## src/rtl/bis_pkg.sv

```systemverilog
package bis_pkg;

    localparam int MAX_ITEMS = 64;
    localparam int ADDR_W    = (MAX_ITEMS > 1) ? $clog2(MAX_ITEMS) : 1;
    localparam int COUNT_W   = $clog2(MAX_ITEMS + 1);
    localparam int KEY_W     = 32;
    localparam int CMP_W     = 9;
    localparam int MOV_W     = 11;
    localparam int IN_TDATA_W  = 32;
    localparam int OUT_TDATA_W = 56;

    typedef enum logic [2:0] {
        ST_IDLE,
        ST_PROBE,
        ST_CMP,
        ST_SHIFT,
        ST_DRAIN,
        ST_INSERT,
        ST_EMIT_RD,
        ST_EMIT_OUT
    } bis_state_t;

endpackage

```

## src/rtl/binary_insertion_sorter_unit.sv

```systemverilog
// Stable binary insertion sorter. Each key transfer on s_axis is inserted into a
// 64-entry sorted memory (simple dual-port RAM, one read and one write per cycle,
// registered read); s_axis_tlast closes the set, after which the whole set
// leaves on m_axis in ascending signed order, the last transfer carrying the
// comparison count, the move count and the overflow flag, after which the store
// and counts clear. Per key: accept, then search probes (at most 6), each a read
// then a compare, then a shift pass that moves each entry above the insertion
// point up by one, a drain write, and a write to place the key; the shift pass
// through the RAM dominates. s_axis_tready is high only while idle, so the next key
// waits until the current one is placed. Emission reads each key, then presents
// it. A key that arrives with the store full is dropped and flagged.
module binary_insertion_sorter_unit (
    input  logic                            clk,
    input  logic                            rst_n,
    input  logic                            s_axis_tvalid,
    output logic                            s_axis_tready,
    // [31:0] key
    input  logic [bis_pkg::IN_TDATA_W-1:0]  s_axis_tdata,
    input  logic                            s_axis_tlast,
    output logic                            m_axis_tvalid,
    input  logic                            m_axis_tready,
    // [31:0] sorted_key, [40:32] compare_count, [51:41] move_count,
    // [52] overflowed, [55:53] zero
    output logic [bis_pkg::OUT_TDATA_W-1:0] m_axis_tdata,
    output logic                            m_axis_tlast
);
    import bis_pkg::*;

    bis_state_t state_reg, state_next;

    logic [KEY_W-1:0]   key_reg, key_next;
    logic               final_reg, final_next;
    logic [COUNT_W-1:0] item_count_reg, item_count_next;
    logic [CMP_W-1:0]   compare_total_reg, compare_total_next;
    logic [MOV_W-1:0]   move_total_reg, move_total_next;
    logic               drop_flag_reg, drop_flag_next;
    logic [COUNT_W-1:0] lo_reg, lo_next;
    logic [COUNT_W-1:0] hi_reg, hi_next;
    logic [ADDR_W-1:0]  mid_reg, mid_next;
    logic [ADDR_W-1:0]  ptr_reg, ptr_next;
    logic [ADDR_W-1:0]  pend_addr_reg, pend_addr_next;
    logic               pend_reg, pend_next;

    // sorted store
    logic [KEY_W-1:0]   mem [MAX_ITEMS];
    logic [KEY_W-1:0]   rd_data_reg;
    logic               mem_re, mem_we;
    logic [ADDR_W-1:0]  mem_raddr, mem_waddr;
    logic [KEY_W-1:0]   mem_wdata;

    logic               in_xfer, out_xfer, store_full, key_lt, emit_last;
    logic [COUNT_W:0]   mid_sum;
    logic [COUNT_W-1:0] lo_upd, hi_upd;

    assign in_xfer    = s_axis_tvalid && s_axis_tready;
    assign out_xfer   = m_axis_tvalid && m_axis_tready;
    assign store_full = (item_count_reg == COUNT_W'(MAX_ITEMS));
    assign key_lt     = $signed(key_reg) < $signed(rd_data_reg);
    assign emit_last  = (COUNT_W'(ptr_reg) + COUNT_W'(1)) == item_count_reg;
    assign lo_upd     = key_lt ? lo_reg : (COUNT_W'(mid_reg) + COUNT_W'(1));
    assign hi_upd     = key_lt ? COUNT_W'(mid_reg) : hi_reg;
    // next probe: (lo + hi - 1) / 2 over the narrowed range
    assign mid_sum    = ({1'b0, lo_upd} + {1'b0, hi_upd} - (COUNT_W+1)'(1)) >> 1;

    // next state
    always_comb
    begin
        state_next = state_reg;
        unique case (state_reg)
            ST_IDLE:
            begin
                if (in_xfer)
                begin
                    if (store_full)
                        state_next = s_axis_tlast ? ST_EMIT_RD : ST_IDLE;
                    else if (item_count_reg != '0)
                        state_next = ST_PROBE;
                    else
                        state_next = ST_INSERT;
                end
            end
            ST_PROBE:
                state_next = ST_CMP;
            ST_CMP:
            begin
                if (lo_upd < hi_upd)
                    state_next = ST_PROBE;
                else if (lo_upd < item_count_reg)
                    state_next = ST_SHIFT;
                else
                    state_next = ST_INSERT;
            end
            ST_SHIFT:
                if (COUNT_W'(ptr_reg) == lo_reg)
                    state_next = ST_DRAIN;
            ST_DRAIN:
                state_next = ST_INSERT;
            ST_INSERT:
                state_next = final_reg ? ST_EMIT_RD : ST_IDLE;
            ST_EMIT_RD:
                state_next = ST_EMIT_OUT;
            ST_EMIT_OUT:
                if (out_xfer)
                    state_next = emit_last ? ST_IDLE : ST_EMIT_RD;
            default:
                state_next = ST_IDLE;
        endcase
    end

    // handshake and memory controls
    always_comb
    begin
        s_axis_tready = 1'b0;
        m_axis_tvalid = 1'b0;
        mem_re        = 1'b0;
        mem_raddr     = ptr_reg;
        mem_we        = 1'b0;
        mem_waddr     = pend_addr_reg;
        mem_wdata     = rd_data_reg;
        unique case (state_reg)
            ST_IDLE:
                s_axis_tready = 1'b1;
            ST_PROBE:
            begin
                mem_re    = 1'b1;
                mem_raddr = mid_reg;
            end
            ST_SHIFT:
            begin
                mem_re = 1'b1;
                mem_we = pend_reg;
            end
            ST_DRAIN:
                mem_we = 1'b1;
            ST_INSERT:
            begin
                mem_we    = 1'b1;
                mem_waddr = ADDR_W'(lo_reg);
                mem_wdata = key_reg;
            end
            ST_EMIT_RD:
                mem_re = 1'b1;
            ST_EMIT_OUT:
                m_axis_tvalid = 1'b1;
            default:
                ;
        endcase
    end

    assign m_axis_tlast = emit_last;
    assign m_axis_tdata = {3'b000,
                           emit_last && drop_flag_reg,
                           emit_last ? move_total_reg : MOV_W'(0),
                           emit_last ? compare_total_reg : CMP_W'(0),
                           rd_data_reg};

    // datapath
    always_comb
    begin
        key_next           = key_reg;
        final_next         = final_reg;
        item_count_next    = item_count_reg;
        compare_total_next = compare_total_reg;
        move_total_next    = move_total_reg;
        drop_flag_next     = drop_flag_reg;
        lo_next            = lo_reg;
        hi_next            = hi_reg;
        mid_next           = mid_reg;
        ptr_next           = ptr_reg;
        pend_addr_next     = pend_addr_reg;
        pend_next          = pend_reg;
        case (state_reg)
            ST_IDLE:
            begin
                if (in_xfer)
                begin
                    key_next   = s_axis_tdata[KEY_W-1:0];
                    final_next = s_axis_tlast;
                    lo_next    = '0;
                    hi_next    = item_count_reg;
                    ptr_next   = '0;
                    pend_next  = 1'b0;
                    // first probe: (0 + count - 1) / 2
                    mid_next   = ADDR_W'((item_count_reg - COUNT_W'(1)) >> 1);
                    if (store_full)
                        drop_flag_next = 1'b1;
                end
            end
            ST_PROBE:
                ;
            ST_CMP:
            begin
                lo_next            = lo_upd;
                hi_next            = hi_upd;
                compare_total_next = compare_total_reg + CMP_W'(1);
                mid_next           = ADDR_W'(mid_sum);
                ptr_next           = ADDR_W'(item_count_reg - COUNT_W'(1));
            end
            ST_SHIFT:
            begin
                pend_next      = 1'b1;
                pend_addr_next = ptr_reg + ADDR_W'(1);
                if (COUNT_W'(ptr_reg) != lo_reg)
                    ptr_next = ptr_reg - ADDR_W'(1);
            end
            ST_DRAIN:
                pend_next = 1'b0;
            ST_INSERT:
            begin
                // totals cannot reach their maxima for up to 64 keys
                move_total_next = move_total_reg + MOV_W'(item_count_reg - lo_reg);
                item_count_next = item_count_reg + COUNT_W'(1);
                ptr_next        = '0;
            end
            ST_EMIT_OUT:
            begin
                if (out_xfer)
                begin
                    if (emit_last)
                    begin
                        item_count_next    = '0;
                        compare_total_next = '0;
                        move_total_next    = '0;
                        drop_flag_next     = 1'b0;
                    end
                    else
                        ptr_next = ptr_reg + ADDR_W'(1);
                end
            end
            default:
                ;
        endcase
    end

    always_ff @(posedge clk or negedge rst_n)
    begin
        if (!rst_n)
        begin
            state_reg         <= ST_IDLE;
            item_count_reg    <= '0;
            compare_total_reg <= '0;
            move_total_reg    <= '0;
            drop_flag_reg     <= 1'b0;
            pend_reg          <= 1'b0;
            final_reg         <= 1'b0;
            ptr_reg           <= '0;
        end
        else
        begin
            state_reg         <= state_next;
            item_count_reg    <= item_count_next;
            compare_total_reg <= compare_total_next;
            move_total_reg    <= move_total_next;
            drop_flag_reg     <= drop_flag_next;
            pend_reg          <= pend_next;
            final_reg         <= final_next;
            ptr_reg           <= ptr_next;
        end
    end

    always_ff @(posedge clk)
    begin
        key_reg       <= key_next;
        lo_reg        <= lo_next;
        hi_reg        <= hi_next;
        mid_reg       <= mid_next;
        pend_addr_reg <= pend_addr_next;
    end

    always_ff @(posedge clk)
    begin
        if (mem_we)
            mem[mem_waddr] <= mem_wdata;
        if (mem_re)
            rd_data_reg <= mem[mem_raddr];
    end

    a_count_in_range: assert property (@(posedge clk) disable iff (!rst_n)
        item_count_reg <= COUNT_W'(MAX_ITEMS))
        else $error("item count beyond capacity");

    a_no_rw_collision: assert property (@(posedge clk) disable iff (!rst_n)
        (mem_we && mem_re) |-> (mem_waddr != mem_raddr))
        else $error("read and write to the same entry in one cycle");

    a_emit_nonempty: assert property (@(posedge clk) disable iff (!rst_n)
        m_axis_tvalid |-> (item_count_reg != '0))
        else $error("emission from an empty store");

    a_clear_after_last: assert property (@(posedge clk) disable iff (!rst_n)
        (out_xfer && m_axis_tlast) |=> (item_count_reg == '0 && !drop_flag_reg))
        else $error("store not cleared after the last transfer");

endmodule
```

## config.mk

```make
export PLATFORM = sky130hd
export DESIGN_NAME = binary_insertion_sorter_unit
export DESIGN_NICKNAME = d
export VERILOG_FILES = /design/src/rtl/bis_pkg.sv /design/src/rtl/binary_insertion_sorter_unit.sv
export SDC_FILE = /design/constraint.sdc
export NUM_CORES = 2
export LEC_CHECK = 0
export BUFFER_PORTS_ARGS = -buffer_cell sky130_fd_sc_hd__buf_2
export CAP_MARGIN = 15
export CORE_ASPECT_RATIO = 1.25
export CORE_MARGIN = 10
export CORE_UTILIZATION = 49
export DETAILED_ROUTE_END_ITERATION = 7
export MAX_ROUTING_LAYER = met4
export PLACE_DENSITY = 0.64
export SLEW_MARGIN = 20
export SYNTH_ARGS = -nofsm -noshare
export SYNTH_HDL_FRONTEND = slang
export SYNTH_SLANG_ARGS = --single-unit
```

## constraint.sdc

```tcl
create_clock -name clk -period 4.6 [get_ports clk]
set_input_delay 0.92 -clock clk [delete_from_list [all_inputs] [get_ports clk]]
set_output_delay 0.92 -clock clk [all_outputs]
set_load 0.03 [all_outputs]
```

Word level (Yosys, flattened, before mapping). Memories as Yosys holds them, arrays and structs flattened. A register that Yosys moved wholly into a read port is not among the register bits. Cells that the tools add are included. W data, S select, Z words.

Register bits: 97. Output and inout bits: 59. Memories: 1. Memory bits (writable): 2048. Input bits: 37.

Reductions and logical operators: 21. Add/sub/neg operators: 11. Order comparisons: 3. Eq/ne operators: 18. Mux-type cells: 51.

Memory list: mem (words 64, width 32, rd ports 1, clocked after Yosys merged registers in 1, write ports 1, line binary_insertion_sorter_unit.sv:45) `logic [KEY_W-1:0] mem [MAX_ITEMS];`.

Operators by type and width (number): $mux W6 (7); $mux W7 (6); $pmux W7 S2 (3); $mux W11 (3); $lt A32 B32 Y1 (1); $mux W32 (1); $mux W3 (10); $pmux W6 S5 (1); $mux W9 (3); $pmux W3 S8 (1); $pmux W11 S2 (1); $pmux W9 S2 (1); $add A6 B1 Y7 const B (2); $lt A7 B7 Y1 (2); $ne A2 B2 Y1 const B (7); $sub A7 B1 Y7 const B (2); $eq A3 B3 Y1 const B (4); $pmux W6 S2 (1); $add A11 B11 Y11 (1); $mux W1 (10); $reduce_and A5 Y1 (2); $add A9 B1 Y9 const B (1); $reduce_and A3 Y1 (3); $reduce_bool A2 Y1 (4); 21 further kinds (27).

Depth between registers and ports, before layout.
Depth in word-level cells: 6. Gate-level depth with buffers: 21. Gate-level depth less buffers: 19.

Least setup slack after synthesis. OpenSTA, ideal clock, no wires.

Path type: flip-flop to flip-flop. Start: register state_reg[1]. End: memory mem[0][1] (data pin). Data arrival time: 3795 ps. Buffers on the path: 3. Period minus slack after synthesis: 4497 ps. Stages on the path, launching flop included: 7. Path slack: 103 ps. Cell sequence: dfrtp_1 > clkbuf_1 > nand2b_1 > nor2_1 > clkbuf_1 > buf_1 > o21ai_0.

Cells in the longest elaborated chain, start to end: 2.

RTL lines: from (decl) (line binary_insertion_sorter_unit.sv:29) `bis_state_t state_reg, state_next;`; from (signal assigned) (line binary_insertion_sorter_unit.sv:250) `state_reg <= state_next;`; $eq A3 B3 Y1 (line binary_insertion_sorter_unit.sv:120) `unique case (state_reg)`; $mux W32 (line binary_insertion_sorter_unit.sv:120); via mem_wdata[1] (line binary_insertion_sorter_unit.sv:49) `logic [KEY_W-1:0] mem_wdata;`; to (decl) (line binary_insertion_sorter_unit.sv:45).

The timed path passes the listed nets, and every way through them passes these cells.

Final worst setup path.
Start: register ptr_reg[1]. End: output m_axis_tdata[38] in the netlist's numbering.

Cells in the longest elaborated chain, start to end: 3.

RTL lines: from (decl) (line binary_insertion_sorter_unit.sv:40) `logic [ADDR_W-1:0] ptr_reg, ptr_next;`; from (signal assigned) (line binary_insertion_sorter_unit.sv:257) `ptr_reg <= ptr_next;`; $add A6 B1 Y7 (line binary_insertion_sorter_unit.sv:59) `assign emit_last = (COUNT_W'(ptr_reg) + COUNT_W'(1)) == item_count_reg;`; $eq A7 B7 Y1 (line binary_insertion_sorter_unit.sv:59); $mux W9 (line binary_insertion_sorter_unit.sv:154) `emit_last ? compare_total_reg : CMP_W'(0),`; to (decl) (line binary_insertion_sorter_unit.sv:24) `output logic [bis_pkg::OUT_TDATA_W-1:0] m_axis_tdata,`.

No other way between the ends.

==> flow_metrics.tcl <==
set metrics [dict create \
    grt_pass1_vias 57600 \
    critical_path.reg2reg.endpoint "mid_reg[4]$_DFFE_PP_" \
    number_of_enable_flip_flop_cells_after_synthesis 2138 \
    numPlacedInstances 9390 \
    dp.final_hpwl_um 162000 \
    final_cycle_utilization_of_the_critical_path_pct 96.3 \
    cap_viol_max_count 0 \
    hold_viol_final 0 \
    cts_post_setup_buffers_inserted 0 \
    critical_path_top_delay_cell "dfrtp_1" \
    fraction_of_layout_cells_with_a_size_suffix_above_1_pct 11.9 \
    grt.total_usage_pct 26.7 \
    worstMarginPinSlew_ns 1.19 \
    port-buffer-count 92 \
    max_clock_freq_mhz 226 \
    synth_area_per_cell_um2 12.7 \
    synthesis.instances 7023 \
    syn-cell-area_um2 89500 \
    finalWeightedCongestion 0.929 \
    status "completed" \
    timing.final.ws_setup_ns 0.171 \
    finClkSkew_ns 0.0256 \
    fillers 14400 \
    synth_top_cells_by_count "2,164 x nand2_1, 2,138 x edfxtp_1, 531 x nand3_1" \
    synthToLayoutAreaGrowth_pct 14.4 \
    cts_hold_repair.buffers 0 \
    worstRegToRegCells 18 \
    maximum_number_of_pins_on_one_net_before_global_route_repair 107 \
    die_x_um 402 \
    setup_viol 0 \
    ff2ff_setup_slack_ns 0.19 \
    power_per_cell_area_nw_per_um2 786 \
    grt_first_pass_wirelength_um 389000 \
    via_count 60000 \
    share_clk_of_total_power_pct 20.4 \
    grt_overflow_total 0 \
    slowest_delay_ns 0.51 \
    cts-buffers-inserted 201 \
    crit-reg2reg-launch "rd_data_reg[31]$_DFFE_PP_" \
    avgRoutedWirePerCell_um 27.3 \
    final.hold.worst_slack_ns 0.220 \
    fraction_of_registers_with_async_set_reset_pct 1.79 \
    setup.worst_path.class "flip-flop to output pin" \
    numClockSinks 2177 \
    route.antenna.remaining_nets 0 \
    synth.largest_area_cell "edfxtp_1" \
    placement.cell_area_um2 95800 \
    die_area_um2 200000 \
    clk_transition_reported_paths_ns 0.07 \
    clock_tree_from_tritoncts "built" \
    net-switching-power_mw 33.7 \
    p_total_mw 80.4 \
    detail_route.vias_per_cell 6.15 \
    netSwitchingFraction_pct 41.9 \
    yosys-top-cells-area "edfxtp_1 72%, nand2_1 9.1%, a311oi_1 3.8%" \
    largest_reg_flops 2048 \
    coreArea_um2 182000 \
    synth.most_common_cell "nand2_1" \
    path_delay_family "simple AND/OR/NAND/NOR gates" \
    synth_seq_area_share_pct 72.8 \
    worst_skew_pair.late_latency_ns 0.86 \
    cts.root.buffer_cell "clkbuf_16" \
    layout.nets 7320 \
    relSlewSlack_pct 18.8 \
    cp-start-kind "flip-flop" \
    initial_utilization_pct 49.2 \
    synth_ff_type "edfxtp_1" \
    rsz0062_at_grt "no" \
    first_iter_violations 6838 \
    intPower_mw 46.7 \
    endpoint_kind "output pin" \
    power.static_leakage_nw 35.4 \
    p_seq_share_pct 34.5 \
    antenna_found_initial 14 \
    timing.critical_path.fanout_max 20 \
    arrival_ns 3.51 \
    timing.critical_path.required_ns 3.68 \
    design.portCount 96 \
    synth_warnings 0 \
    peakVddDrop_mv 0.584 \
    pwr-share-comb_pct 45.1 \
    crit_path_cell_trace "ha_1 -> nand3_1 -> xnor2_1 -> xnor2_1 -> nand3_1 -> nor3_2 -> buf_4 -> and2_1 -> buf_2" \
    totalWireLength_um 267000 \
    detail_route.drc_violations 0 \
    cts.path.max_buffers 3 \
    postSynthRegisterBits 2177 \
    h_tree_depth 4 \
    fin_tns_setup_ns 0 \
    preCtsSetupSlack_ns 0.143 \
    iteration_count_of_the_initial_detailed_routing_pass 6 \
    timing.hold.worst.class "input port to async pin" \
    final_cells 9765 \
    cts.repair.resized 0 \
    final_core_util_pct 56.3 \
    worstPathBufferInverterCount 2 \
    report.final.slew_viol_count 0 \
    synth_cell_type_count 70 \
    core.rowCount 175 \
    fin_crit_ns 4.43 \
    die_height_um 498 \
    area_share_of_the_largest_cell_type_after_synthesis_pct 71.7 \
    post-route-cell-area_um2 102000 \
]
## cells in the final DEF, fill, tap and decap left out, drive strengths merged, types with 4 or more instances in the layout
master	Yosys	routed
mux2i	13	13
o21a	4	4
a311oi	385	385
nor3	12	12
clkbuf	296	244
a31oi	140	140
nor2	120	120
o21bai	7	7
a211oi	99	99
nand4	12	12
o31ai	6	6
o21ai	111	111
a21oi	187	187
ha	72	72
a21o	10	10
nand2b	6	6
nand2	2164	2164
diode	0	6
buf	194	470
clkinv	2	96
nor4	6	6
bufinv	0	17
nand3	531	531
xor2	14	14
edfxtp	2138	2138
inv	81	88
o22ai	6	6
dfrtp	39	39
and2	22	22
or3	5	5
and3	263	263
xnor2	34	34
## power groups by stage
stage | Combinational, mW | Clock (mW) | Sequential (mW)
2_1_floorplan | 20.1 | 0 | 28.8
3_5_place_dp | 35.7 | 0 | 28.1
5_1_grt | 38.8 | 17.3 | 27.8
4_1_cts | 35.8 | 16.5 | 27.7
6_report | 36.3 | 16.4 | 27.7
3_3_place_gp | 35.2 | 0 | 28.1
## kinds of logic after synthesis
family                   count (synthesis)  synth area share, %
AND/OR/NAND/NOR                       3151                 14.9
flip-flops                            2177                 72.8
AO/OA/AOI/OAI                          982                 7.80
buffers and inverters                  573                 2.72
adder cells (fa/ha/maj)                 76                 1.09
XOR/XNOR                                48                0.470
multiplexers                            15                0.171
other                                    1              0.00419
## layout make-up
type | count | area, um^2 | share of cell area, %
sequential | 2177 | 65200 | 63.7
multi-input combinational | 4275 | 22900 | 22.3
clock buffer | 244 | 5230 | 5.11
timing repair buffer | 470 | 4620 | 4.51
tap | 2389 | 2990 | 2.92
clock inverter | 121 | 1130 | 1.11
inverter | 83 | 312 | 0.304
antenna | 6 | 15.0 | 0.0147
## metal layers
metal | vias to the layer above | global-route usage (%) | routed length [um]
met1 | 30200 | 34.0 | 103000
met4 | 0 | 12.5 | 13800
met2 | 2943 | 41.8 | 126000
met5 | - | - | 0
met3 | 575 | 4.67 | 24100
li1 | 26300 | - | -
## worst max-delay path by stage
stage | cells past startpoint | endpoint | start | slack (ns)
6_report | 9 | m_axis_tdata[38] | ptr_reg[1]$_DFFE_PN0P_ | 0.17
2_1_floorplan | 6 | mem[0][1]$_DFFE_PP_ | state_reg[1]$_DFFE_PN0P_ | 0.10
3_5_place_dp | 17 | mid_reg[5]$_DFFE_PP_ | rd_data_reg[29]$_DFFE_PP_ | 0.14
4_1_cts | 17 | mid_reg[5]$_DFFE_PP_ | rd_data_reg[29]$_DFFE_PP_ | 0.13
3_3_place_gp | 19 | mid_reg[4]$_DFFE_PP_ | rd_data_reg[29]$_DFFE_PP_ | 0.15
5_1_grt | 16 | mid_reg[5]$_DFFE_PP_ | rd_data_reg[1]$_DFFE_PP_ | 0.0003
Note: power is estimated with default switching activity, not from simulation.
